File: config.mk
export PLATFORM = sky130hd
export DESIGN_NAME = instrument_power_scan_sequencer
export DESIGN_NICKNAME = d
export VERILOG_FILES = /design/src/hdl/ipss_pkg.sv /design/src/hdl/ipss_core.sv /design/src/hdl/instrument_power_scan_sequencer.sv
export SDC_FILE = /design/constraint.sdc
export NUM_CORES = 1
export LEC_CHECK = 0
export ABC_AREA = 1
export BUFFER_PORTS_ARGS = -buffer_cell sky130_fd_sc_hd__buf_2
export CELL_PAD_IN_SITES_DETAIL_PLACEMENT = 0
export CELL_PAD_IN_SITES_GLOBAL_PLACEMENT = 1
export CORE_MARGIN = 1.5
export CORE_UTILIZATION = 40
export CTS_CLUSTER_DIAMETER = 50
export DETAILED_ROUTE_END_ITERATION = 8
export GPL_TIMING_DRIVEN = 0
export PLACE_DENSITY = 0.82
export SLEW_MARGIN = 5
export SYNTH_ARGS = -nofsm -noshare
export SYNTH_HDL_FRONTEND = slang
export SYNTH_HIERARCHICAL = 1
export SYNTH_SLANG_ARGS = --single-unit
File: constraint.sdc
create_clock -name clk -period 3.5 [get_ports clk]
set_input_delay 0.35 -clock clk [delete_from_list [all_inputs] [get_ports clk]]
set_output_delay 0.35 -clock clk [all_outputs]
set_load 0.005 [all_outputs]
File: src/hdl/ipss_pkg.sv
// package for the instrument power and scan sequencer
// types, field widths, step windows and event codes; no dependencies
package ipss_pkg;

    localparam int STEP_NOW_BITS = 13;
    localparam int GROUP_BITS    = 3;
    localparam int STEP_BITS_DEF = 13;
    localparam int CFG_DATA_BITS = 16;
    localparam int CFG_ADDR_BITS = 1;
    localparam int IN_TDATA_BITS = 40;
    localparam int OUT_TDATA_BITS = 32;

    localparam logic [2:0] GROUP_MASK = 3'((1 << GROUP_BITS) - 1);

    // configuration register indexes
    localparam logic [CFG_ADDR_BITS-1:0] REG_PROGRAM_ENABLE = 1'd0;
    localparam logic [CFG_ADDR_BITS-1:0] REG_COOL_SETPOINT  = 1'd1;

    // camera status codes
    localparam logic [7:0] STATUS_INIT_DONE = 8'd10;
    localparam logic [7:0] STATUS_SCAN_DONE = 8'd30;

    // step marks
    localparam int STEP_INIT_LO    = 5;
    localparam int STEP_INIT_TO    = 50;
    localparam int STEP_COOL_ENTRY = 1000;
    localparam int STEP_COOL_LO    = 1005;
    localparam int STEP_COOL_TO    = 1900;
    localparam int STEP_SCAN_ENTRY = 2000;
    localparam int STEP_START_LO   = 2005;
    localparam int STEP_LOOP_ENTRY = 3000;
    localparam int STEP_LOOP_LO    = 3005;
    localparam int STEP_LOOP_TO    = 3900;
    localparam int STEP_WARM_ENTRY = 4000;
    localparam int STEP_WARM_LO    = 4005;
    localparam int STEP_OFF_ENTRY  = 5000;
    localparam int STEP_OFF_LO     = 5002;

    localparam int TEMP_LASER_MARGIN = 5;
    localparam logic signed [15:0] TEMP_WARM = 16'sd180;
    localparam logic [1:0] RETRY_MAX = 2'd3;

    typedef enum logic [3:0] {
        EV_NONE        = 4'd0,
        EV_POWER_ON    = 4'd1,
        EV_INIT_FAIL   = 4'd2,
        EV_INIT_DONE   = 4'd3,
        EV_COOLER_FAIL = 4'd4,
        EV_LASER_ON    = 4'd5,
        EV_SCAN_START  = 4'd6,
        EV_SCAN_FAIL   = 4'd7,
        EV_SCAN_NEXT   = 4'd8,
        EV_SCAN_LAST   = 4'd9,
        EV_WARM        = 4'd10,
        EV_OFF         = 4'd11
    } ipss_event_t;

    typedef struct packed {
        logic               data_valid;
        logic signed [15:0] cooler_temp;
        logic [7:0]         camera_status;
        logic [7:0]         scan_count;
        logic [2:0]         settings_group;
        logic [2:0]         power_group;
        logic               power_match;
    } ipss_in_t;

    typedef struct packed {
        logic [STEP_NOW_BITS-1:0] step_now;
        ipss_event_t              event_code;
        logic                     scan_start;
        logic                     camera_init;
        logic                     cooler_power;
        logic                     laser_power;
        logic                     camera_power;
        logic [2:0]               load_group;
        logic                     load_settings;
        logic                     transfer_data;
    } ipss_result_t;

    typedef struct packed {
        logic [1:0] retry_count;
        logic [7:0] scan_index;
        logic       camera_on;
        logic       laser_on;
        logic       cooler_on;
    } ipss_state_t;

endpackage

File: src/hdl/ipss_core.sv
// per-tick sequencing logic: next state and result from one request
// depends on ipss_pkg
module ipss_core #(
    parameter int STEP_BITS = ipss_pkg::STEP_BITS_DEF
) (
    input  ipss_pkg::ipss_in_t     item,
    input  logic                   program_enable,
    input  logic signed [15:0]     cool_setpoint,
    input  logic [STEP_BITS-1:0]   step,
    input  ipss_pkg::ipss_state_t  state,
    output logic [STEP_BITS-1:0]   step_next,
    output ipss_pkg::ipss_state_t  state_next,
    output ipss_pkg::ipss_result_t result
);
    import ipss_pkg::*;

    localparam logic [STEP_BITS-1:0] STEP_ONE = STEP_BITS'(1);
    localparam logic [STEP_BITS-1:0] STEP_MAX = {STEP_BITS{1'b1}};

    logic [STEP_BITS-1:0] s;
    logic [STEP_BITS-1:0] step_adv;
    logic signed [17:0]   laser_limit;
    logic signed [17:0]   temp_ext;

    assign laser_limit = 18'(cool_setpoint) + 18'(TEMP_LASER_MARGIN);
    assign temp_ext    = 18'(item.cooler_temp);

    always_comb
    begin
        state_next = state;
        step_adv   = step;
        result     = '0;
        result.event_code    = EV_NONE;
        result.transfer_data = item.data_valid && (step == '0);

        if (program_enable)
        begin
            if (item.power_match)
            begin
                state_next.scan_index  = 8'd1;
                state_next.retry_count = 2'd0;
                state_next.camera_on   = 1'b1;
                result.load_settings   = 1'b1;
                result.load_group      = item.settings_group & GROUP_MASK;
                result.event_code      = EV_POWER_ON;
                step_adv               = STEP_ONE;
            end
            if (step_adv != STEP_MAX)
            begin
                step_adv = step_adv + STEP_ONE;
            end
        end

        s         = step_adv;
        step_next = step_adv;

        if (s > STEP_BITS'(STEP_INIT_LO) && s < STEP_BITS'(STEP_COOL_ENTRY))
        begin
            if (s > STEP_BITS'(STEP_INIT_TO))
            begin
                if (state_next.retry_count < RETRY_MAX)
                begin
                    state_next.retry_count = state_next.retry_count + 2'd1;
                    result.camera_init     = 1'b1;
                    step_next              = STEP_ONE;
                end
                else
                begin
                    result.event_code = EV_INIT_FAIL;
                    step_next         = STEP_BITS'(STEP_OFF_ENTRY);
                end
            end
            else if (item.camera_status == STATUS_INIT_DONE)
            begin
                result.event_code    = EV_INIT_DONE;
                state_next.cooler_on = 1'b1;
                step_next            = STEP_BITS'(STEP_COOL_ENTRY);
            end
        end
        else if (s > STEP_BITS'(STEP_COOL_LO) && s < STEP_BITS'(STEP_SCAN_ENTRY))
        begin
            if (s > STEP_BITS'(STEP_COOL_TO))
            begin
                result.event_code = EV_COOLER_FAIL;
                step_next         = STEP_BITS'(STEP_WARM_ENTRY);
            end
            else if (temp_ext < laser_limit)
            begin
                result.event_code   = EV_LASER_ON;
                state_next.laser_on = 1'b1;
                step_next           = STEP_BITS'(STEP_SCAN_ENTRY);
            end
        end
        else if (s > STEP_BITS'(STEP_START_LO) && s < STEP_BITS'(STEP_LOOP_ENTRY))
        begin
            if (item.cooler_temp < cool_setpoint)
            begin
                result.event_code = EV_SCAN_START;
                result.scan_start = 1'b1;
                step_next         = STEP_BITS'(STEP_LOOP_ENTRY);
            end
        end
        else if (s > STEP_BITS'(STEP_LOOP_LO) && s < STEP_BITS'(STEP_WARM_ENTRY))
        begin
            if (s > STEP_BITS'(STEP_LOOP_TO))
            begin
                result.event_code    = EV_SCAN_FAIL;
                state_next.laser_on  = 1'b0;
                state_next.cooler_on = 1'b0;
                step_next            = STEP_BITS'(STEP_WARM_ENTRY);
            end
            else if (item.camera_status == STATUS_SCAN_DONE)
            begin
                if (state_next.scan_index != 8'hff)
                begin
                    state_next.scan_index = state_next.scan_index + 8'd1;
                end
                if (state.scan_index < item.scan_count)
                begin
                    result.event_code = EV_SCAN_NEXT;
                    result.scan_start = 1'b1;
                    step_next         = STEP_BITS'(STEP_LOOP_ENTRY);
                end
                else
                begin
                    result.event_code    = EV_SCAN_LAST;
                    state_next.laser_on  = 1'b0;
                    state_next.cooler_on = 1'b0;
                    step_next            = STEP_BITS'(STEP_WARM_ENTRY);
                end
            end
        end
        else if (s > STEP_BITS'(STEP_WARM_LO) && s < STEP_BITS'(STEP_OFF_ENTRY))
        begin
            if (item.cooler_temp > TEMP_WARM)
            begin
                result.event_code = EV_WARM;
                step_next         = STEP_BITS'(STEP_OFF_ENTRY);
            end
        end
        else if (s > STEP_BITS'(STEP_OFF_LO))
        begin
            result.event_code    = EV_OFF;
            state_next.camera_on = 1'b0;
            state_next.laser_on  = 1'b0;
        end

        result.camera_power = state_next.camera_on;
        result.laser_power  = state_next.laser_on;
        result.cooler_power = state_next.cooler_on;
        result.step_now     = step_next[STEP_NOW_BITS-1:0];
    end

endmodule

File: src/hdl/instrument_power_scan_sequencer.sv
// Power and scan sequencer for a camera, cooler and laser instrument. One
// request is one one-second tick; the block accepts a new request every
// cycle unless s_tready is low. The request is held in an input register,
// then the sequencing logic runs and updates the step counter and on-flags
// while the result register is loaded. s_tready drops only while both
// registers are full and the result is not taken. The user must write
// program_enable and cool_setpoint through the cfg port only while no
// request is in flight; the block itself does not enforce this.
// top level; depends on ipss_pkg and ipss_core
module instrument_power_scan_sequencer #(
    parameter int STEP_BITS = ipss_pkg::STEP_BITS_DEF
) (
    input  logic                                  clk,
    input  logic                                  rst_n,
    input  logic                                  cfg_we,
    input  logic [ipss_pkg::CFG_ADDR_BITS-1:0]    cfg_addr,
    input  logic [ipss_pkg::CFG_DATA_BITS-1:0]    cfg_wdata,
    input  logic                                  s_tvalid,
    output logic                                  s_tready,
    // power_match, power_group[3], settings_group[3], scan_count[8],
    // camera_status[8], cooler_temp[16], data_valid
    input  logic [ipss_pkg::IN_TDATA_BITS-1:0]    s_tdata,
    output logic                                  m_tvalid,
    input  logic                                  m_tready,
    // transfer_data, load_settings, load_group[3], camera_power, laser_power,
    // cooler_power, camera_init, scan_start, event_code[4], step_now[13], zeros
    output logic [ipss_pkg::OUT_TDATA_BITS-1:0]   m_tdata
);
    import ipss_pkg::*;

    localparam int RES_BITS = $bits(ipss_result_t);

    logic                  program_enable_reg;
    logic signed [15:0]    cool_setpoint_reg;
    logic                  in_valid_reg;
    ipss_in_t              in_data_reg;
    logic                  out_valid_reg;
    ipss_result_t          out_data_reg;
    logic [STEP_BITS-1:0]  step_reg;
    logic [STEP_BITS-1:0]  step_next;
    ipss_state_t           state_reg;
    ipss_state_t           state_next;
    ipss_result_t          result;
    logic                  advance;

    assign advance  = in_valid_reg && (!out_valid_reg || m_tready);
    assign s_tready = !in_valid_reg || advance;
    assign m_tvalid = out_valid_reg;
    assign m_tdata  = {{(OUT_TDATA_BITS - RES_BITS){1'b0}}, out_data_reg};

    ipss_core #(
        .STEP_BITS (STEP_BITS)
    ) u_core (
        .item           (in_data_reg),
        .program_enable (program_enable_reg),
        .cool_setpoint  (cool_setpoint_reg),
        .step           (step_reg),
        .state          (state_reg),
        .step_next      (step_next),
        .state_next     (state_next),
        .result         (result)
    );

    // configuration registers
    always_ff @(posedge clk or negedge rst_n)
    begin
        if (!rst_n)
        begin
            program_enable_reg <= 1'b0;
            cool_setpoint_reg  <= '0;
        end
        else if (cfg_we)
        begin
            unique case (cfg_addr)
                REG_PROGRAM_ENABLE: program_enable_reg <= cfg_wdata[0];
                REG_COOL_SETPOINT:  cool_setpoint_reg  <= $signed(cfg_wdata);
                default:            ;
            endcase
        end
    end

    // control and sequencer state
    always_ff @(posedge clk or negedge rst_n)
    begin
        if (!rst_n)
        begin
            in_valid_reg  <= 1'b0;
            out_valid_reg <= 1'b0;
            step_reg      <= '0;
            state_reg     <= '0;
        end
        else
        begin
            if (s_tready)
            begin
                in_valid_reg <= s_tvalid;
            end
            if (advance)
            begin
                out_valid_reg <= 1'b1;
                step_reg      <= step_next;
                state_reg     <= state_next;
            end
            else if (m_tready)
            begin
                out_valid_reg <= 1'b0;
            end
        end
    end

    // payload
    always_ff @(posedge clk)
    begin
        if (s_tvalid && s_tready)
        begin
            in_data_reg <= ipss_in_t'(s_tdata);
        end
        if (advance)
        begin
            out_data_reg <= result;
        end
    end

    a_init_retry_step : assert property (@(posedge clk) disable iff (!rst_n)
        out_valid_reg && out_data_reg.camera_init |->
            out_data_reg.step_now == STEP_NOW_BITS'(1) && out_data_reg.event_code == EV_NONE)
        else $error("camera init pulse without step restart");

    a_scan_start_step : assert property (@(posedge clk) disable iff (!rst_n)
        out_valid_reg && out_data_reg.scan_start |->
            out_data_reg.step_now == STEP_NOW_BITS'(STEP_LOOP_ENTRY))
        else $error("scan start pulse with wrong step");

    a_load_power_on : assert property (@(posedge clk) disable iff (!rst_n)
        out_valid_reg && out_data_reg.load_settings |->
            out_data_reg.camera_power && out_data_reg.event_code == EV_POWER_ON)
        else $error("settings load without camera power on");

    a_advance_result : assert property (@(posedge clk) disable iff (!rst_n)
        advance |=> out_valid_reg && step_reg[STEP_NOW_BITS-1:0] == out_data_reg.step_now)
        else $error("result register out of step with sequencer state");

endmodule

==> results.md, run 1 <==
- Summed over all nets, the switching power comes to 2.99 mW.
- During I/O placement, the number of pins put on the boundary was 96.
- From synthesis to final layout, the design area changed by 25.3%.
- The starting density of the core is 0.410.
- The kind of capture point of the worst setup path is a flop.
- Of all nets on the critical path, the largest fanout is 4.
- The total overflow left after global routing is 0.
- Dividing the detail-routed via count by the number of cells gives 5.03.
- The worst-case hold path end point is in_data_reg[30].
- Tracing the worst setup path back leads to its startpoint at cool_setpoint_reg[1].
- In this run the critical register-to-register path is launched from cool_setpoint_reg[1].
- The uppermost signal routing layer after detailed routing is met4.
- The worst hold path stage count is 1.
- The tool flagged a number of max-cap violations equal to 0.
- The critical register-to-register path endpoint is m_tdata[12].
- STA puts the critical path data arrival time at 4.11 ns.
- The worst slack after detailed placement is -1.04 ns.
- The die height is 142 µm.
- Of the total power, registers draw 0.293.
- The checks that failed: setup timing.
- The clock edge transition at the registers on the reported setup and hold paths is 0.08 ns.
- Fill cells in the final layout number 1835.
- Once detailed placement completed, the half-perimeter wirelength came to 15.2 mm.
- Summing all placed instances gives a cell area of 0.00849 mm².
- The flip-flop count of the largest register after layout is 37.
- In the final routed layout, each cell accounts on average for 15.1 µm.
- After detailed routing, the total wire length is 21.0 mm.
- Of the total power, the clock network draws 0.161.
- The core region is 0.0188 mm².
- In the global route stage, overall resource usage came out at 0.207.
- The highest-delay cell along the critical path is dfrtp_1.
- The cell type group with the largest total delay on the critical path is simple AND/OR/NAND/NOR gates.
- In this run the register-to-register setup slack is -0.50 ns.
- The cell at the root of the clock tree is clkbuf_16.
- The worst hold path belongs to the class primary input to flop.
- The floorplan step defined a die boundary enclosing 0.0201 mm².
- Of the total power, the share spent switching nets is 0.445.
- STA puts the critical path data required time at 3.61 ns.
- Entering global routing, the biggest net connects 46 pins.
- The initial antenna violation count is 0.
- The startpoint-to-endpoint class of the critical path is flop to flop.
- The count of inserted antenna diode cells is 0.
- After floorplanning, the core was divided into 50 placement rows.
- From left edge to right edge, the die measures 142 µm.
- TritonCTS built the clock tree.
- The worst-case clock buffer depth is 2.
- The first TritonRoute pass finished after 5 iterations.
- The critical path crosses 26 cells after its start point.
- The transition time at the pin with the least slew margin is 1.23 ns.
- Port buffering added 85 buffers.
- The number of sinks driven by the clock tree is 109.
- In the final design database the tool counted 1234 nets.
- The maximum vdd drop is 0.456 mV.
- The first-pass GRT wire length is 32.5 mm.
- The shortest clock period the worst path allows after layout is 4.00 ns.
- In the final layout, the share of cells above drive strength 1 is 0.301.
- The number of clock buffers inserted by TritonCTS is 9.
- The flow ran to the end, but the final reports show violations.
- The routed wire length on met3 is 873 µm.
- Setup repair after global routing could not meet its margin everywhere.
- The number of warnings issued by yosys is 6.
- The stage delay of the slowest cell on the critical path is 0.39 ns.
- Excluding fillers, the count of instances in the completed layout stands at 1396.
- The final hold violation count is 0.
- The summed area of non-filler cells in the final layout is 0.00967 mm².
- The post-route clock period utilization is 1.14.
- Counting every instance in the synthesized netlist gives 987.
- The clock skew is 0.0111 ns.
- The proportion of power drawn by combinational gates is 0.545.
- The number of buffer and inverter instances along the worst setup path is 7.
- The internal power component is 3.73 mW.
- The worst hold path begins at s_tdata[30].
- CTS built an H-tree with a depth of 3.
- Summing every instance area after synthesis gives 0.00771 mm².
- Setup violations remaining at the end of the flow were counted as 28.
- At the end of routability-driven placement, the weighted congestion stood at 0.902.
- For this run, design rule violations remaining after detail routing come to 0.
- In this run, the number of DRC markers left after iteration 0 of detailed routing was 516.
- The via count of the routed design is 7017.
- Once detail routing completed, the nets flagged for antenna violations numbered 0.
- The number of instances in the placed design is 1336.
- The worst slew margin relative to its limit is 0.180.
- The detailed router put a total of 9.42 mm of wire on met1.
- The leakage power total is 4.63 nW.
- The number of cells on the worst reg-to-reg path is 26.
- The met2 wire length is 10.3 mm.
- The via count of the first global-routing pass is 6309.
- In the post-route analysis, the smallest setup slack over all paths is -0.498 ns.
- The type of origin of the critical path is a flop.
- The top achievable clock speed is 250 MHz.
- The later pin in the worst-skew pair is clocked with a latency of 0.37 ns.
- The areal power density over the cells is 695 mW/mm².
- In this run the mean area of a mapped cell was 7.82 µm².
- The max-slew violation count was 0.
## layer usage
metal	track usage	up-vias
met2	0.353	191
li1	-	3511
met5	0	-
met4	0.0684	0
met1	0.277	3283
met3	0.0199	32
## worst max-delay path by stage
stage / endpoint / slack (ns)
2_1_floorplan: step_reg[3] / 0.01
3_3_place_gp: step_reg[10] / -0.98
3_5_place_dp: step_reg[10] / -1.04
4_1_cts: step_reg[6] / -0.51
5_1_grt: step_reg[10] / -0.79
6_report: m_tdata[12] / -0.50
## layout make-up
class,count,area (µm²),share of cell area
clock buffers,9,225,0.0233
plain buffers,33,272,0.0281
inverters,130,499,0.0516
multi-input cells,713,4380,0.453
repair buffers,135,835,0.0863
well taps,260,325,0.0336
flip-flops and latches,109,3050,0.315
clock inverters,7,80.1,0.00828
## per-stage QoR
| step | util | TNS [ns] | total power, mW | hold WS (ns) |
|---|---|---|---|---|
| finish | 0.513 | -10.99 | 6.72 | 0.151 |
| detailed placement | 0.451 | -20.58 | 4.85 | 0.459 |
| global route | 0.513 | -19.24 | 7.16 | 0.146 |
| global placement | 0.451 | -18.74 | 4.83 | 0.449 |
| CTS | 0.483 | -10.84 | 6.31 | 0.145 |
| floorplan | - | 0 | 4.02 | 0.0544 |
## power groups by stage
| stage | registers [mW] | logic (mW) | clock network [mW] |
|---|---|---|---|
| after floorplan | 1.93 | 2.09 | 0 |
| after global placement | 1.99 | 2.85 | 0 |
| after detailed placement | 1.99 | 2.87 | 0 |
| after CTS | 1.96 | 3.24 | 1.11 |
| after global routing | 2.01 | 4.00 | 1.15 |
| final | 1.97 | 3.66 | 1.08 |
## cell usage in the layout, fill, tap and decap left out, types with 3 or more instances in the layout
master / count
o211ai_1: 6
nand3_1: 78
o21ai_4: 3
o21ai_1: 5
nor2_2: 13
a21oi_4: 4
nand3b_1: 5
buf_4: 63
conb_1: 5
nor3_1: 12
o21ai_0: 19
nor3_2: 5
nor4_1: 6
nand2_4: 18
nor2_1: 77
nor2_4: 12
o31ai_1: 3
nand3_2: 18
edfxtp_1: 64
nand2_2: 35
a21oi_2: 6
ha_4: 3
nand3_4: 6
inv_1: 111
ha_1: 37
nand4_1: 19
inv_2: 15
nand2_8: 3
buf_6: 15
buf_2: 88
a21oi_1: 27
dfrtp_1: 44
nand2_1: 245
nor3_4: 3
xor2_1: 17
clkbuf_16: 9
## timing repair
item,in CTS,in global routing
hold buffers,0,0
buffers inserted,11,39
setup endpoints to repair,29,46
gates cloned,0,2
gates resized for setup,62,72
pin swaps,25,43
Power figures use the tool's default switching activity.
==> run 2, diff against run 1 <==
--- a/config.mk
+++ b/config.mk
@@ -7,14 +7,12 @@
 export LEC_CHECK = 0
 export ABC_AREA = 1
 export BUFFER_PORTS_ARGS = -buffer_cell sky130_fd_sc_hd__buf_2
-export CELL_PAD_IN_SITES_DETAIL_PLACEMENT = 0
-export CELL_PAD_IN_SITES_GLOBAL_PLACEMENT = 1
 export CORE_MARGIN = 1.5
-export CORE_UTILIZATION = 40
+export CORE_UTILIZATION = 50
 export CTS_CLUSTER_DIAMETER = 50
 export DETAILED_ROUTE_END_ITERATION = 8
 export GPL_TIMING_DRIVEN = 0
-export PLACE_DENSITY = 0.82
+export PLACE_DENSITY = 0.77
 export SLEW_MARGIN = 5
 export SYNTH_ARGS = -nofsm -noshare
 export SYNTH_HDL_FRONTEND = slang
==> run 2 against run 1 <==
Net effect:
- the run still ends with setup timing left
- critical path depth increased by 4
- worst hold slack improved by 0.0056 ns
- count of clock-buffer cells in the layout increased by 3
- sequential power about the same
- critical endpoint is now step_reg[0]
- largest power group unchanged
- highest routed layer unchanged
==> results.md, run 2 (synthesized netlist as in run 1, its figures left out) <==
- The die height is 127 µm (-10%).
- The run finished, with violations left.
- The startpoint-to-endpoint class of the critical path is flop to flop.
- The layout overhead on the synthesized area is 24.4%.
- The clock skew is 0.00833 ns (-0.00274 ns).
- The worst slew margin relative to its limit is 0.262 (+0.0820).
- The detailed placer's ending HPWL came to 14.7 mm (-3.4%).
- The global placer's final weighted congestion is 0.924 (+2.5%).
- The I/O pin count came to 96 (unchanged).
- The largest net degree at the start of global routing is 46 (unchanged).
- The worst hold path stage count was 1 (unchanged).
- The number of non-filler instances in the completed layout came to 1328 (-4.9%).
- The DRC violation total after the first TritonRoute iteration came to 791 (+53%).
- The final hold violation count came to 0 (unchanged).
- In this run the worst hold path is classified as primary input to flop.
- The required time of the critical path is 3.75 ns (+0.14 ns).
- The clock latency of the later-clocked register in the worst-skew pair came to 0.36 ns (about the same).
- The DRC violations left was 0 (unchanged).
- The width of the die was 127 µm (-10%).
- The total overflow reported by the global router is 0 (unchanged).
- The max capacitance violation total is 0 (unchanged).
- The setup violation total in the final timing report came to 28 (unchanged).
- The area enclosed by the die boundary is 0.0162 mm² (-20%).
- The number of cells on the worst reg-to-reg path is 30 (+15%).
- The number of sinks driven by the clock tree was 109 (unchanged).
- The met2 wire length is 10.5 mm (+1.7%).
- The count of inserted antenna diode cells is 0 (unchanged).
- The shortest clock period the worst path allows after layout is 4.01 ns (+0.0119 ns).
- The depth of the CTS H-tree is 3 (unchanged).
- The number of buffer and inverter instances along the worst setup path is 7 (unchanged).
- The share of layout cells above drive strength 1 was 0.304 (+0.00333).
- The initial antenna violation count was 0 (unchanged).
- The data arrival time of the critical path was 4.26 ns (+0.15 ns).
- The average via count per standard cell is 5.54 (+10%).
- The post-route clock period utilization is 1.15 (+0.00341).
- The flip-flop count of the largest register after layout came to 37 (unchanged).
- The worst slack after detailed placement came to -0.901 ns (+0.136 ns).
- The first-pass GRT wire length came to 33.4 mm (+2.7%).
- The register-to-register path setup slack came to -0.51 ns (about the same).
- The placeable core area came to 0.0151 mm² (-20%).
- The maximum fanout along the worst path came to 5 (+1).
- The site row count was 45 (-10%).
- The TritonCTS clock tree is done.
- The routed metal-1 wirelength was 8.91 mm (-5.4%).
- The final reports fail on setup timing.
- STA classifies the critical path startpoint as a flop.
- The number of input and output port buffers inserted is 85 (unchanged).
- STA classifies the critical path endpoint as a flop.
- The first-pass detailed-route iteration total is 7 (+2).
- The remaining number of nets flagged by the antenna check after routing is 0 (unchanged).
- The highest layer touched by signal routing is met4.
- The leakage power total was 4.65 nW (+0.43%).
- The via count of the first global-routing pass is 6911 (+9.5%).
- The final total power is 6.48 mW (-3.6%).
- The overall routed net length is 21.6 mm (+2.7%).
- The area occupied by multi-input gates is 0.00438 mm² (unchanged).
- The number of instances in the placed design was 1264 (-5.4%).
- The number of buffers inserted by hold repair at cts came to 0 (unchanged).
- The worst hold path begins at s_tdata[26].
- Setup repair after global routing could not meet its margin everywhere.
- The critical register-to-register path endpoint is step_reg[0].
- The routed wire length on met3 was 1.46 mm (+67%).
- The number of nets at the end of the flow is 1238 (+0.32%).
- The cell sitting at the root of the clock tree is a clkbuf_16.
- The final design utilization came to 0.634 (+0.120).
- The max-slew violation count is 0 (unchanged).
- The clock edge transition at the registers on the reported setup and hold paths is 0.07 ns (about the same).
- The via count of the routed design is 7351 (+4.8%).
- For hold timing, the worst endpoint is in_data_reg[26].
- The transition time at the pin with the least slew margin is 1.11 ns (-0.122 ns).
- Grouping stages by cell kind, the critical path spends the most delay in simple AND/OR/NAND/NOR gates.
- Leaving out fill and tap cells, the most frequent cells in the layout are nand2_1, inv_1, buf_2.
- The starting density of the core is 0.509 (+0.0997).
- The stage delay of the slowest cell on the critical path is 0.43 ns (+0.04 ns).
- The launching point of the worst reg2reg path is cool_setpoint_reg[0].
- The number of clock buffers inserted by TritonCTS is 9 (unchanged).
- The register cell area after layout is 0.00305 mm² (about the same).
- The overall global routing resource usage is 0.263 (+0.0553).
- The highest-delay cell along the critical path is dfrtp_2.
- The number of fillers in the final layout was 1271 (-31%).
- The top achievable clock speed is 249 MHz (-0.30%).
- The area after detailed placement is 0.00840 mm² (-1.1%).
- The most frequent standard cell in the layout excluding fill and tap cells is nand2_1.
- The summed area of non-filler cells in the final layout was 0.00960 mm² (-0.75%).
- The areal power density over the cells was 675 mW/mm² (-2.9%).
- The mean routed wirelength per cell is 16.3 µm (+8.0%).
- The maximum vdd drop is 0.338 mV (-26%).
- The worst-case clock buffer depth is 2 (unchanged).
- The worst setup margin is -0.510 ns (-0.0119 ns).
[run 2: how the worst max path moves through the flow]
stage | from | slack, ns | to | cells after the start
4_1_cts | cool_setpoint_reg[0] | -0.52 | step_reg[0] | 29
3_5_place_dp | cool_setpoint_reg[0] | -0.90 | step_reg[2] | 26
3_3_place_gp | cool_setpoint_reg[0] | -0.83 | step_reg[4] | 25
5_1_grt | cool_setpoint_reg[0] | -0.77 | step_reg[0] | 29
6_report | cool_setpoint_reg[0] | -0.51 | step_reg[0] | 30
2_1_floorplan | cool_setpoint_reg[0] | 0.01 | step_reg[3] | 29
[run 2: layout make-up]
| class | count | share of cell area |
|---|---|---|
| clock inverters | 4 | 0.00574 |
| plain buffers | 37 | 0.0322 |
| clock buffers | 12 | 0.0246 |
| repair buffers | 134 | 0.0858 |
| well taps | 188 | 0.0245 |
| multi-input cells | 714 | 0.457 |
| flip-flops and latches | 109 | 0.318 |
| inverters | 130 | 0.0524 |
[run 2: power by group]
group	leakage, nW	switching (mW)	internal [mW]
sequential	1.19	0.241	1.73
clock	0.138	0.468	0.561
combinational	3.32	2.16	1.32
[run 2: per-layer routing]
| metal | global-route usage | up-vias |
|---|---|---|
| met4 | 0.0969 | 0 |
| met2 | 0.456 | 341 |
| met1 | 0.329 | 3419 |
| met5 | 0 | - |
| met3 | 0.0465 | 77 |
| li1 | - | 3514 |
[run 2: worst register-to-register path: cells and delay by family, from the launching register on]
| kind | cells | cell delay, ns |
|---|---|---|
| xor gates and xnor gates | 2 | 0.34 |
| buffers and inverters | 7 | 0.64 |
| DFF | 1 | 0.43 |
| and+or+nand+nor | 18 | 1.90 |
| adders and majority gates | 1 | 0.29 |
| AOI/OAI and AO/OA | 2 | 0.30 |
[run 2: per-stage QoR]
step	setup TNS, ns	hold WS, ns
finish	-10.71	0.157
global route	-18.44	0.147
CTS	-11.72	0.150
detailed placement	-20.82	0.460
global placement	-18.62	0.454
floorplan	0	0.0544
[run 2: what timing repair did]
item                       4_1_cts  5_1_grt
gates resized for setup         70       68
pin swaps                       48       48
setup endpoints to repair       33       45
buffers inserted                32       21
gates cloned                     1        2
